<file path="src/hw/rtl/mvpd_pkg.sv">
package mvpd_pkg;

  typedef enum logic [1:0] {
    ST_NOCAR    = 2'd0,
    ST_ARRIVING = 2'd1,
    ST_CAR      = 2'd2,
    ST_SPARE    = 2'd3
  } feat_state_e;

  typedef enum logic [2:0] {
    SEQ_IDLE,
    SEQ_SQ_DEV,
    SEQ_RT_DEV,
    SEQ_SQ_INT,
    SEQ_RT_INT,
    SEQ_DECIDE,
    SEQ_OUT
  } seq_state_e;

  localparam int unsigned NUM_REGS = 7;
  localparam int unsigned REG_W    = 13;
  localparam int unsigned IDX_W    = 3;

  typedef enum logic [IDX_W-1:0] {
    REG_DEV_THR  = 3'd0,
    REG_EXT_THR  = 3'd1,
    REG_INT_THR  = 3'd2,
    REG_X_BASE   = 3'd3,
    REG_Y_BASE   = 3'd4,
    REG_EXT_BASE = 3'd5,
    REG_INT_BASE = 3'd6,
    REG_NONE     = 3'd7
  } reg_idx_e;

  localparam int unsigned VAL_W  = 13;
  localparam int unsigned EXTV_W = 12;
  localparam logic [VAL_W-1:0]  VAL_MAX  = 13'h1FFF;
  localparam logic [EXTV_W-1:0] EXTV_MAX = 12'hFFF;

  // debounce limits per feature: deviation, extremum, intensity
  localparam logic [3:0] ENTER_LIM [3] = '{4'd5, 4'd5, 4'd8};
  localparam logic [4:0] FALL_LIM  [3] = '{5'd10, 5'd20, 5'd10};
  localparam logic [4:0] REL_LIM   [3] = '{5'd15, 5'd25, 5'd30};

  localparam logic [9:0] CAR_SET_CNT   = 10'd60;
  localparam logic [9:0] SNAP_CNT      = 10'd600;
  localparam logic [7:0] EMPTY_CLR_CNT = 8'd60;
  localparam logic [7:0] CAL_CNT       = 8'd240;
  localparam logic [5:0] DRIFT_CNT     = 6'd60;
  localparam int         DRIFT_MARGIN  = 50;

  typedef struct packed {
    logic [VAL_W-1:0]  dev;
    logic [EXTV_W-1:0] ext;
    logic [VAL_W-1:0]  inten;
  } feat_t;

  typedef struct packed {
    logic        occupied;
    logic        state_changed;
    logic        calibrate_request;
    feat_state_e dev_st;
    feat_state_e ext_st;
    feat_state_e int_st;
  } decision_t;

endpackage

</file>
<file path="src/hw/rtl/mvpd_if.sv">
interface mvpd_in_if #(parameter int SAMPLE_BITS = 12);
  logic                   valid;
  logic                   ready;
  logic [SAMPLE_BITS-1:0] x_sample;
  logic [SAMPLE_BITS-1:0] y_sample;
  modport source (output valid, x_sample, y_sample, input ready);
  modport sink   (input valid, x_sample, y_sample, output ready);
endinterface

interface mvpd_out_if;
  logic        valid;
  logic        ready;
  logic        occupied;
  logic        state_changed;
  logic        calibrate_request;
  logic [1:0]  deviation_state;
  logic [1:0]  extremum_state;
  logic [1:0]  intensity_state;
  logic [12:0] deviation_value;
  logic [11:0] extremum_value;
  logic [12:0] intensity_value;
  modport source (output valid, occupied, state_changed, calibrate_request,
                  deviation_state, extremum_state, intensity_state,
                  deviation_value, extremum_value, intensity_value,
                  input ready);
  modport sink   (input valid, occupied, state_changed, calibrate_request,
                  deviation_state, extremum_state, intensity_state,
                  deviation_value, extremum_value, intensity_value,
                  output ready);
endinterface

</file>
<file path="src/hw/rtl/mvpd_sqrt.sv">
// Shared unit: squares two operands (one multiplier, reused) and sums them,
// then takes floor sqrt one result bit per cycle.
module mvpd_sqrt #(
  parameter int SAMPLE_BITS = 12
) (
  input  logic                   clk_i,
  input  logic                   rst_ni,
  input  logic                   start_i,
  input  logic [SAMPLE_BITS-1:0] a_i,
  input  logic [SAMPLE_BITS-1:0] b_i,
  output logic                   done_o,
  output logic [SAMPLE_BITS:0]   root_o
);
  localparam int RW = SAMPLE_BITS + 1;   // root width
  localparam int SW = 2 * RW;            // sum width (even)
  localparam int CW = $clog2(RW + 3);

  typedef enum logic [1:0] {U_IDLE, U_SQB, U_ROOT} u_state_e;

  u_state_e               st_q, st_d;
  logic [SAMPLE_BITS-1:0] b_q;
  logic [SW-1:0]          dat_q, dat_d;
  logic [RW+1:0]          rem_q, rem_d;
  logic [RW-1:0]          res_q, res_d;
  logic [CW-1:0]          cnt_q, cnt_d;
  logic [SAMPLE_BITS-1:0] mul_op;
  logic [2*SAMPLE_BITS-1:0] prod;
  logic [RW+1:0]          trial;
  logic [RW+1:0]          shl;

  assign mul_op = (st_q == U_SQB) ? b_q : a_i;
  assign prod   = mul_op * mul_op;
  // partial remainder with the next two bits of the sum brought in
  assign shl    = {rem_q[RW-1:0], dat_q[SW-1 -: 2]};
  assign trial  = {res_q, 2'b01};

  always_comb begin
    st_d  = st_q;
    dat_d = dat_q;
    rem_d = rem_q;
    res_d = res_q;
    cnt_d = cnt_q;
    unique case (st_q)
      U_IDLE: begin
        if (start_i) begin
          st_d  = U_SQB;
          dat_d = SW'(prod);
        end
      end
      U_SQB: begin
        dat_d = dat_q + SW'(prod);
        rem_d = '0;
        res_d = '0;
        cnt_d = '0;
        st_d  = U_ROOT;
      end
      U_ROOT: begin
        // restoring step: one root bit per cycle
        dat_d = {dat_q[SW-3:0], 2'b00};
        if (shl >= trial) begin
          rem_d = shl - trial;
          res_d = {res_q[RW-2:0], 1'b1};
        end else begin
          rem_d = shl;
          res_d = {res_q[RW-2:0], 1'b0};
        end
        cnt_d = cnt_q + 1'b1;
        if (cnt_q == CW'(RW - 1)) st_d = U_IDLE;
      end
      default: st_d = U_IDLE;
    endcase
  end

  always_ff @(posedge clk_i or negedge rst_ni) begin
    if (!rst_ni) begin
      st_q  <= U_IDLE;
      cnt_q <= '0;
      b_q   <= '0;
      dat_q <= '0;
      rem_q <= '0;
      res_q <= '0;
    end else begin
      st_q  <= st_d;
      cnt_q <= cnt_d;
      if (st_q == U_IDLE && start_i) b_q <= b_i;
      dat_q <= dat_d;
      rem_q <= rem_d;
      res_q <= res_d;
    end
  end

  assign done_o = (st_q == U_ROOT) && (cnt_q == CW'(RW - 1));
  assign root_o = res_d;
endmodule

</file>
<file path="src/hw/rtl/mvpd_decide.sv">
// Debounce machines, vote counters, snapshot and drift logic.
module mvpd_decide (
  input  logic                clk_i,
  input  logic                rst_ni,
  input  logic                step_i,
  input  mvpd_pkg::feat_t     feat_i,
  input  logic [12:0]         dev_thr_i,
  input  logic [12:0]         ext_thr_i,
  input  logic [12:0]         int_thr_i,
  input  logic [12:0]         int_base_i,
  output mvpd_pkg::decision_t dec_o
);
  mvpd_pkg::feat_state_e st_q [3], st_d [3];
  logic [3:0] ent_q [3], ent_d [3];
  logic [4:0] fal_q [3], fal_d [3];
  logic [4:0] rel_q [3], rel_d [3];
  logic [9:0] carv_q, carv_d;
  logic [7:0] empv_q, empv_d;
  logic [5:0] edr_q, edr_d, ddr_q, ddr_d;
  logic [12:0] snap_e_q, snap_e_d, snap_d_q, snap_d_d;
  logic snap_q, snap_d, occ_q, occ_d, prev_q, prev_d, cal_d;
  logic [2:0] above;
  logic [12:0] idiff;
  logic [1:0] ncar, nnone;

  assign idiff = (feat_i.inten >= int_base_i) ? feat_i.inten - int_base_i
                                              : int_base_i - feat_i.inten;
  assign above[0] = feat_i.dev > dev_thr_i;
  assign above[1] = {1'b0, feat_i.ext} > ext_thr_i;
  assign above[2] = idiff > int_thr_i;

  always_comb begin
    for (int f = 0; f < 3; f++) begin
      st_d[f] = st_q[f]; ent_d[f] = ent_q[f];
      fal_d[f] = fal_q[f]; rel_d[f] = rel_q[f];
      if (above[f]) begin
        if (st_q[f] != mvpd_pkg::ST_CAR) begin
          ent_d[f] = ent_q[f] + 1'b1;
          if (ent_d[f] > mvpd_pkg::ENTER_LIM[f]) begin
            st_d[f] = mvpd_pkg::ST_CAR; ent_d[f] = '0;
          end else st_d[f] = mvpd_pkg::ST_ARRIVING;
        end
      end else if (st_q[f] == mvpd_pkg::ST_ARRIVING) begin
        fal_d[f] = fal_q[f] + 1'b1;
        if (fal_d[f] > mvpd_pkg::FALL_LIM[f]) begin
          st_d[f] = mvpd_pkg::ST_NOCAR; fal_d[f] = '0; ent_d[f] = '0;
        end
      end else if (st_q[f] != mvpd_pkg::ST_NOCAR) begin
        rel_d[f] = rel_q[f] + 1'b1;
        if (rel_d[f] > mvpd_pkg::REL_LIM[f]) begin
          st_d[f] = mvpd_pkg::ST_NOCAR; rel_d[f] = '0;
        end
      end
    end

    ncar = 2'(st_d[0] == mvpd_pkg::ST_CAR) + 2'(st_d[1] == mvpd_pkg::ST_CAR)
         + 2'(st_d[2] == mvpd_pkg::ST_CAR);
    occ_d = occ_q; snap_e_d = snap_e_q; snap_d_d = snap_d_q; snap_d = snap_q;
    if (ncar >= 2'd2) begin
      carv_d = carv_q + 1'b1;
      if (carv_d > mvpd_pkg::CAR_SET_CNT) occ_d = 1'b1;
    end else carv_d = '0;
    if (carv_d == mvpd_pkg::SNAP_CNT) begin
      snap_e_d = {1'b0, feat_i.ext}; snap_d_d = feat_i.dev;
      snap_d = 1'b1; carv_d = '0;
    end

    edr_d = edr_q; ddr_d = ddr_q;
    if (snap_d) begin
      if (14'(snap_e_d) > 14'({1'b0, feat_i.ext}) + 14'(mvpd_pkg::DRIFT_MARGIN)) begin
        edr_d = edr_q + 1'b1;
        if (edr_d > mvpd_pkg::DRIFT_CNT) begin
          st_d[1] = mvpd_pkg::ST_NOCAR; edr_d = '0;
          ent_d[1] = '0; fal_d[1] = '0; rel_d[1] = '0;
        end
      end else edr_d = '0;
      if (14'(snap_d_d) > 14'(feat_i.dev) + 14'(mvpd_pkg::DRIFT_MARGIN)) begin
        ddr_d = ddr_q + 1'b1;
        if (ddr_d > mvpd_pkg::DRIFT_CNT) begin
          st_d[0] = mvpd_pkg::ST_NOCAR; ddr_d = '0;
          ent_d[0] = '0; fal_d[0] = '0; rel_d[0] = '0;
        end
      end else ddr_d = '0;
    end

    nnone = 2'(st_d[0] == mvpd_pkg::ST_NOCAR) + 2'(st_d[1] == mvpd_pkg::ST_NOCAR)
          + 2'(st_d[2] == mvpd_pkg::ST_NOCAR);
    cal_d = 1'b0;
    if (nnone >= 2'd2) begin
      if (empv_q > mvpd_pkg::EMPTY_CLR_CNT) occ_d = 1'b0;
      empv_d = empv_q + 1'b1;
    end else empv_d = '0;
    if (empv_d > mvpd_pkg::CAL_CNT) begin
      empv_d = '0; cal_d = 1'b1;
    end
    prev_d = occ_d;
  end

  always_ff @(posedge clk_i or negedge rst_ni) begin
    if (!rst_ni) begin
      for (int f = 0; f < 3; f++) begin
        st_q[f] <= mvpd_pkg::ST_NOCAR;
        ent_q[f] <= '0; fal_q[f] <= '0; rel_q[f] <= '0;
      end
      carv_q <= '0; empv_q <= '0; edr_q <= '0; ddr_q <= '0;
      snap_e_q <= '0; snap_d_q <= '0; snap_q <= 1'b0;
      occ_q <= 1'b0; prev_q <= 1'b0;
      dec_o <= '0;
    end else if (step_i) begin
      for (int f = 0; f < 3; f++) begin
        st_q[f] <= st_d[f];
        ent_q[f] <= ent_d[f]; fal_q[f] <= fal_d[f]; rel_q[f] <= rel_d[f];
      end
      carv_q <= carv_d; empv_q <= empv_d; edr_q <= edr_d; ddr_q <= ddr_d;
      snap_e_q <= snap_e_d; snap_d_q <= snap_d_d; snap_q <= snap_d;
      occ_q <= occ_d; prev_q <= prev_d;
      dec_o.occupied          <= occ_d;
      dec_o.state_changed     <= occ_d != prev_q;
      dec_o.calibrate_request <= cal_d;
      dec_o.dev_st            <= st_d[0];
      dec_o.ext_st            <= st_d[1];
      dec_o.int_st            <= st_d[2];
    end
  end
endmodule

</file>
<file path="src/hw/rtl/magnetic_vehicle_presence_detector.sv">
// Magnetic vehicle presence detector. Takes one X/Y sample pair, returns one
// decision with three feature values. With W the larger of SAMPLE_BITS and 12,
// one shared squarer and a one-bit-per-cycle square-root unit are run twice,
// first for the deviation, then for the intensity, each pass a start state, a
// summing step and W+1 root steps, followed by a decision state and the
// result state. The block takes no new sample until the result is
// transferred, so an output stall delays the next sample by its length.
// Configuration writes take effect at once and must only be made while idle.
module magnetic_vehicle_presence_detector #(
  parameter int SAMPLE_BITS = 12
) (
  input  logic        clk_i,
  input  logic        rst_ni,
  input  logic        cfg_we_i,
  input  logic [2:0]  cfg_idx_i,
  input  logic [12:0] cfg_data_i,
  mvpd_in_if.sink     in_if,
  mvpd_out_if.source  out_if
);
  localparam int SB = SAMPLE_BITS;
  // datapath width: baselines are 12 bits whatever the sample width
  localparam int DW = (SAMPLE_BITS > 12) ? SAMPLE_BITS : 12;

  logic [12:0] regs_q [mvpd_pkg::NUM_REGS];
  mvpd_pkg::seq_state_e st_q, st_d;
  logic [SB-1:0] x_q, y_q;
  logic [DW-1:0] ua, ub;
  logic [DW:0]   root;
  logic          sq_start, sq_done;
  mvpd_pkg::feat_t feat_q;
  mvpd_pkg::decision_t dec;
  logic [DW:0] xb, yb, ex_base;
  logic [DW-1:0] dx, dy;
  logic [SB-1:0] dxy;
  logic [DW:0] ext_w;

  // configuration registers
  always_ff @(posedge clk_i or negedge rst_ni) begin
    if (!rst_ni) begin
      regs_q[0] <= 13'd100; regs_q[1] <= 13'd100; regs_q[2] <= 13'd100;
      regs_q[3] <= 13'd2048; regs_q[4] <= 13'd2048; regs_q[5] <= 13'd0;
      regs_q[6] <= 13'd2896;
    end else if (cfg_we_i) begin
      unique case (mvpd_pkg::reg_idx_e'(cfg_idx_i))
        mvpd_pkg::REG_DEV_THR:  regs_q[0] <= cfg_data_i;
        mvpd_pkg::REG_EXT_THR:  regs_q[1] <= cfg_data_i;
        mvpd_pkg::REG_INT_THR:  regs_q[2] <= cfg_data_i;
        mvpd_pkg::REG_X_BASE:   regs_q[3] <= {1'b0, cfg_data_i[11:0]};
        mvpd_pkg::REG_Y_BASE:   regs_q[4] <= {1'b0, cfg_data_i[11:0]};
        mvpd_pkg::REG_EXT_BASE: regs_q[5] <= {1'b0, cfg_data_i[11:0]};
        mvpd_pkg::REG_INT_BASE: regs_q[6] <= cfg_data_i;
        default: ;
      endcase
    end
  end

  // offsets; baselines are 12-bit, sized to datapath width plus one
  assign xb = (DW + 1)'(regs_q[3][11:0]);
  assign yb = (DW + 1)'(regs_q[4][11:0]);
  assign ex_base = (DW + 1)'(regs_q[5][11:0]);
  always_comb begin
    logic [DW:0] xs, ys, a;
    xs = (DW + 1)'(x_q); ys = (DW + 1)'(y_q);
    a = (xs >= xb) ? xs - xb : xb - xs; dx = a[DW-1:0];
    a = (ys >= yb) ? ys - yb : yb - ys; dy = a[DW-1:0];
    dxy = (x_q >= y_q) ? x_q - y_q : y_q - x_q;
    a = (DW + 1)'(dxy);
    ext_w = (a >= ex_base) ? a - ex_base : ex_base - a;
  end

  // sequencer
  always_comb begin
    st_d = st_q;
    unique case (st_q)
      mvpd_pkg::SEQ_IDLE:   if (in_if.valid) st_d = mvpd_pkg::SEQ_SQ_DEV;
      mvpd_pkg::SEQ_SQ_DEV: st_d = mvpd_pkg::SEQ_RT_DEV;
      mvpd_pkg::SEQ_RT_DEV: if (sq_done) st_d = mvpd_pkg::SEQ_SQ_INT;
      mvpd_pkg::SEQ_SQ_INT: st_d = mvpd_pkg::SEQ_RT_INT;
      mvpd_pkg::SEQ_RT_INT: if (sq_done) st_d = mvpd_pkg::SEQ_DECIDE;
      mvpd_pkg::SEQ_DECIDE: st_d = mvpd_pkg::SEQ_OUT;
      mvpd_pkg::SEQ_OUT:    if (out_if.ready) st_d = mvpd_pkg::SEQ_IDLE;
      default:              st_d = mvpd_pkg::SEQ_IDLE;
    endcase
  end

  // sequencer outputs
  always_comb begin
    in_if.ready  = (st_q == mvpd_pkg::SEQ_IDLE);
    out_if.valid = (st_q == mvpd_pkg::SEQ_OUT);
    sq_start = (st_q == mvpd_pkg::SEQ_SQ_DEV) || (st_q == mvpd_pkg::SEQ_SQ_INT);
    ua = (st_q == mvpd_pkg::SEQ_SQ_INT) ? DW'(x_q) : dx;
    ub = (st_q == mvpd_pkg::SEQ_SQ_INT) ? DW'(y_q) : dy;
  end

  always_ff @(posedge clk_i or negedge rst_ni) begin
    if (!rst_ni) st_q <= mvpd_pkg::SEQ_IDLE;
    else         st_q <= st_d;
  end

  // sample and feature registers
  always_ff @(posedge clk_i) begin
    if (in_if.valid && in_if.ready) begin
      x_q <= in_if.x_sample; y_q <= in_if.y_sample;
    end
    if (st_q == mvpd_pkg::SEQ_SQ_DEV)
      feat_q.ext <= (ext_w > (DW + 1)'(mvpd_pkg::EXTV_MAX)) ? mvpd_pkg::EXTV_MAX
                                                            : 12'(ext_w);
    if (sq_done) begin
      if (st_q == mvpd_pkg::SEQ_RT_DEV)
        feat_q.dev <= (root > (DW + 1)'(mvpd_pkg::VAL_MAX)) ?
                      mvpd_pkg::VAL_MAX : 13'(root);
      else
        feat_q.inten <= (root > (DW + 1)'(mvpd_pkg::VAL_MAX)) ?
                        mvpd_pkg::VAL_MAX : 13'(root);
    end
  end

  mvpd_sqrt #(.SAMPLE_BITS(DW)) u_sqrt (
    .clk_i, .rst_ni, .start_i(sq_start), .a_i(ua), .b_i(ub),
    .done_o(sq_done), .root_o(root)
  );

  mvpd_decide u_decide (
    .clk_i, .rst_ni, .step_i(st_q == mvpd_pkg::SEQ_DECIDE), .feat_i(feat_q),
    .dev_thr_i(regs_q[0]), .ext_thr_i(regs_q[1]), .int_thr_i(regs_q[2]),
    .int_base_i(regs_q[6]), .dec_o(dec)
  );

  assign out_if.occupied          = dec.occupied;
  assign out_if.state_changed     = dec.state_changed;
  assign out_if.calibrate_request = dec.calibrate_request;
  assign out_if.deviation_state   = dec.dev_st;
  assign out_if.extremum_state    = dec.ext_st;
  assign out_if.intensity_state   = dec.int_st;
  assign out_if.deviation_value   = feat_q.dev;
  assign out_if.extremum_value    = feat_q.ext;
  assign out_if.intensity_value   = feat_q.inten;
endmodule
</file>
<file path="src/flat_wrapper.sv">
// flat-port wrapper written by rule: the top's interface ports become plain ports
module magnetic_vehicle_presence_detector_flat 
#(
  parameter int SAMPLE_BITS = 12
)
  (clk_i, rst_ni, cfg_we_i, cfg_idx_i, cfg_data_i, in_if_valid, in_if_x_sample, in_if_y_sample, in_if_ready, out_if_valid, out_if_occupied, out_if_state_changed, out_if_calibrate_request, out_if_deviation_state, out_if_extremum_state, out_if_intensity_state, out_if_deviation_value, out_if_extremum_value, out_if_intensity_value, out_if_ready);
  mvpd_in_if #(.SAMPLE_BITS(SAMPLE_BITS)) in_if_i ();
  mvpd_out_if out_if_i ();
  input  logic clk_i;
  input  logic rst_ni;
  input  logic cfg_we_i;
  input  logic [2:0] cfg_idx_i;
  input  logic [12:0] cfg_data_i;
  input wire logic [$bits(in_if_i.valid)-1:0] in_if_valid;
  input wire logic [$bits(in_if_i.x_sample)-1:0] in_if_x_sample;
  input wire logic [$bits(in_if_i.y_sample)-1:0] in_if_y_sample;
  output wire logic [$bits(in_if_i.ready)-1:0] in_if_ready;
  output wire logic [$bits(out_if_i.valid)-1:0] out_if_valid;
  output wire logic [$bits(out_if_i.occupied)-1:0] out_if_occupied;
  output wire logic [$bits(out_if_i.state_changed)-1:0] out_if_state_changed;
  output wire logic [$bits(out_if_i.calibrate_request)-1:0] out_if_calibrate_request;
  output wire logic [$bits(out_if_i.deviation_state)-1:0] out_if_deviation_state;
  output wire logic [$bits(out_if_i.extremum_state)-1:0] out_if_extremum_state;
  output wire logic [$bits(out_if_i.intensity_state)-1:0] out_if_intensity_state;
  output wire logic [$bits(out_if_i.deviation_value)-1:0] out_if_deviation_value;
  output wire logic [$bits(out_if_i.extremum_value)-1:0] out_if_extremum_value;
  output wire logic [$bits(out_if_i.intensity_value)-1:0] out_if_intensity_value;
  input wire logic [$bits(out_if_i.ready)-1:0] out_if_ready;
  assign in_if_i.valid = in_if_valid;
  assign in_if_i.x_sample = in_if_x_sample;
  assign in_if_i.y_sample = in_if_y_sample;
  assign in_if_ready = in_if_i.ready;
  assign out_if_valid = out_if_i.valid;
  assign out_if_occupied = out_if_i.occupied;
  assign out_if_state_changed = out_if_i.state_changed;
  assign out_if_calibrate_request = out_if_i.calibrate_request;
  assign out_if_deviation_state = out_if_i.deviation_state;
  assign out_if_extremum_state = out_if_i.extremum_state;
  assign out_if_intensity_state = out_if_i.intensity_state;
  assign out_if_deviation_value = out_if_i.deviation_value;
  assign out_if_extremum_value = out_if_i.extremum_value;
  assign out_if_intensity_value = out_if_i.intensity_value;
  assign out_if_i.ready = out_if_ready;
  magnetic_vehicle_presence_detector #(.SAMPLE_BITS(SAMPLE_BITS)) u_core (.clk_i(clk_i), .rst_ni(rst_ni), .cfg_we_i(cfg_we_i), .cfg_idx_i(cfg_idx_i), .cfg_data_i(cfg_data_i), .in_if(in_if_i), .out_if(out_if_i));
endmodule
</file>
<file path="config.mk">
export PLATFORM = sky130hd
export DESIGN_NAME = magnetic_vehicle_presence_detector_flat
export DESIGN_NICKNAME = d
export VERILOG_FILES = /design/src/hw/rtl/mvpd_pkg.sv /design/src/hw/rtl/mvpd_if.sv /design/src/hw/rtl/mvpd_sqrt.sv /design/src/hw/rtl/mvpd_decide.sv /design/src/hw/rtl/magnetic_vehicle_presence_detector.sv /design/src/flat_wrapper.sv
export SDC_FILE = /design/constraint.sdc
export NUM_CORES = 1
export LEC_CHECK = 0
export ABC_AREA = 1
export ABC_CLOCK_PERIOD_IN_PS = 9800
export BUFFER_PORTS_ARGS = -buffer_cell sky130_fd_sc_hd__buf_2
export CAP_MARGIN = 20
export CELL_PAD_IN_SITES_DETAIL_PLACEMENT = 1
export CELL_PAD_IN_SITES_GLOBAL_PLACEMENT = 1
export CORE_MARGIN = 8
export CORE_UTILIZATION = 40
export DETAILED_ROUTE_END_ITERATION = 10
export PLACE_DENSITY = 0.68
export SKIP_LAST_GASP = 1
export SYNTH_ARGS = -nofsm -noshare
export SYNTH_HDL_FRONTEND = slang
export SYNTH_SLANG_ARGS = --single-unit
</file>
<file path="constraint.sdc">
create_clock -name clk_i -period 9.8 [get_ports clk_i]
set_input_delay 0.49 -clock clk_i [delete_from_list [all_inputs] [get_ports clk_i]]
set_output_delay 0.49 -clock clk_i [all_outputs]
set_load 0.03 [all_outputs]
</file>
==> impl_metrics.toml <==
[status]
status = "finished, final reports clean"

[drt]
vias = 24800
ant_nets = 0
post_drt_wl_per_cell_um = 18.2
via_per_inst = 5.21
dr.pass1.iters = 5
postRouteWirelength_um = 86700
drc = 0
drt_first_iter_violations = 1122

[timing]
drv_slew = 0
setup_viol = 0
max_clock_freq_ghz = 0.109
finalHoldViolCount = 0
rsz0062_at_grt = "yes"
post-route-period-util_pct = 93.8
maxSlewHeadroom_pct = 35.5
fin_crit_ns = 9.19
finalWorstSetupSlack_ns = 0.612
finClkSkew_ns = 0.0322
tns_ns = 0
worstMarginPinSlew_ns = 0.965

[floorplan]
core_area_mm2 = 0.0701
start_util_pct = 40.5
rows = 97
die-area_mm2 = 0.0798
io_pins = 94
die_y_um = 282
die-width_um = 282

[worst_setup_path]
crit_top_cell = "inv_1"
required_ns = 10.26
path_class = "reg2reg"
slowest_stage = "fa_1"
worstSetupStartpointType = "flop"
reg2reg_slack_ns = 0.61
cp_slowest_stage_delay_ns = 0.54
crit_arrival_ns = 9.65
crit_fanout = 8
end_kind = "flop"

[global_route]
antenna_found_initial = 1
grt_max_degree = 87
overflow = 0
grt_pass1_wl_um = 142000
grt_use_total_pct = 21.9
grt_pass1_vias = 26200

[final_layout]
area.sequential_mm2 = 0.00861
syn_to_final_growth_pct = 11.5
design_area_mm2 = 0.0317
finalNetCount = 4228
fill_cells = 8772
drive_gt1_share_pct = 7.89
multiInputGateArea_mm2 = 0.0170

[logic_synthesis]
yosysTopAreaCell = "dfrtp_1"
avgSynthCellArea_um2 = 7.71
postSynth.asyncResetShare_pct = 81.3
yosysUniqueCellTypes = 68
synth.net_count = 4134
synth_edf_count = 62
synth_area_mm2 = 0.0284
yosys-top-cells-area = "dfrtp_1 (22%), ha_1 (14%), nand2_1 (9.2%)"
yosys_warnings = 0
syn-instance-count = 3683
synth_ff_type = "dfrtp_1"
synth-seq-cells = 331
ys_seq_area_share_pct = 30.3
synth_top_cell_area_share_pct = 22.3

[clock_network]
clk_pin_slew_ns = 0.06
cts_buffers = 44
cts_max_level = 2
clock_latency_ns = 0.59
cts_tree = "done"
cts_root_buffer = "clkbuf_16"
cts_sinks = 331
clockBufferDepth = 3

[placement]
globalplace.congestion = 0.895
post-place-ws_ns = 0.194
dpl-instance-area_mm2 = 0.0300
port-buffer-count = 93
hpwl_um = 67000

[job]
drv_cap = 0

[hold_path]
min_path_type = "in2reg"
cell usage after synthesis, types with 16 or more instances:
| library cell | count |
|---|---|
| o22ai_1 | 58 |
| a21oi_1 | 246 |
| nand2_1 | 699 |
| clkbuf_1 | 66 |
| o21ai_0 | 377 |
| dfrtp_1 | 253 |
| nor3_1 | 24 |
| inv_1 | 659 |
| nand3_1 | 143 |
| edfxtp_1 | 62 |
| xnor2_1 | 27 |
| fa_1 | 92 |
| xor2_1 | 107 |
| ha_1 | 314 |
| nor2_1 | 249 |
| nand4_1 | 30 |
| dfstp_2 | 16 |
cell type report:
class / count / area share [%]
clock buffers: 58 / 4.07
inverters: 669 / 7.94
flip-flops and latches: 331 / 27.2
multi-input cells: 2596 / 53.7
well taps: 940 / 3.71
clock inverters: 24 / 0.845
repair buffers: 135 / 2.50
diodes: 1 / 0.00790
cells in the final DEF, fill, tap and decap left out, types with 48 or more instances in the layout:
master,count
a21oi_1,243
buf_2,92
clkbuf_16,48
dfrtp_1,253
edfxtp_1,62
fa_1,92
ha_1,314
inv_1,657
nand2_1,697
nand3_1,143
nor2_1,244
o21ai_0,372
o22ai_1,58
xor2_1,107
critical path, delay by kind of cell, from the launching register on:
family | cells | cell delay (ns)
mux | 1 | 0.26
compound gates | 10 | 1.56
fa+ha+maj | 9 | 3.84
flops | 1 | 0.44
simple gates | 15 | 1.90
xor+xnor | 2 | 0.32
buf+inv | 10 | 0.74
worst paths after layout:
| check | depth (start not counted) | endpoint | from |
|---|---|---|---|
| hold reg to reg | 2 | u_core.u_decide.snap_e_q[12] | u_core.u_decide.snap_e_q[12] |
| min in group asynchronous | 2 | u_core.u_decide.snap_e_q[9] | rst_ni |
| setup / recovery | 47 | u_core.u_sqrt.dat_q[22] | u_core.x_q[0] |
| max in group asynchronous | 3 | u_core.u_sqrt.dat_q[12] | rst_ni |
| setup reg to reg | 47 | u_core.u_sqrt.dat_q[22] | u_core.x_q[0] |
| hold / removal | 1 | u_core.y_q[2] | in_if_y_sample[2] |
state kept, by name, summed over array words and instances (netlist names), 13 cells and up:
signal                         flops
u_core.u_decide.fal_q             15
u_core.u_sqrt.dat_q               26
u_core.out_if.deviation_value     13
u_core.u_decide.snap_e_q          13
u_core.u_sqrt.rem_q               13
u_core.u_decide.snap_d_q          13
u_core.u_sqrt.res_q               13
u_core.u_decide.rel_q             15
u_core.out_if.intensity_value     13
u_core.regs_q                     76
per-layer routing:
layer / track usage [%] / vias to the layer above / routed length [µm]
li1: - / 12200 / -
met1: 30.0 / 12100 / 41400
met2: 36.3 / 330 / 40200
met3: 2.61 / 112 / 2820
met4: 6.33 / 0 / 2260
met5: 0 / - / 0
what timing repair did:
action / 4_1_cts / 5_1_grt
hold buffers: 1 / 0
resized for setup: 0 / 28
endpoints found under the hold margin: 63 / 0
endpoints found under the setup margin: 0 / 19
buffers inserted: 0 / 3
metrics by stage:
step / instances / hold slack, ns / utilization [%]
after floorplan: 3683 / 0.194 / -
after global placement: 4667 / 0.452 / 42.7
after detailed placement: 4667 / 0.461 / 42.7
after CTS: 4750 / 0.0356 / 45.0
after global routing: 4753 / 0.0537 / 45.1
final: 4754 / 0.0699 / 45.1
logic make-up after synthesis:
kind of cell	after synthesis	share of synthesized area, %
xor gates and xnor gates	135	4.19
adders and majority gates	406	20.3
and+or+nand+nor	1203	17.7
DFF	331	30.3
buffers and inverters	756	10.1
muxes	12	0.427
AOI/OAI and AO/OA	840	16.9
Power is not shown: default switching activity piles up to over one toggle a cycle in this logic, so the estimate is an artifact.
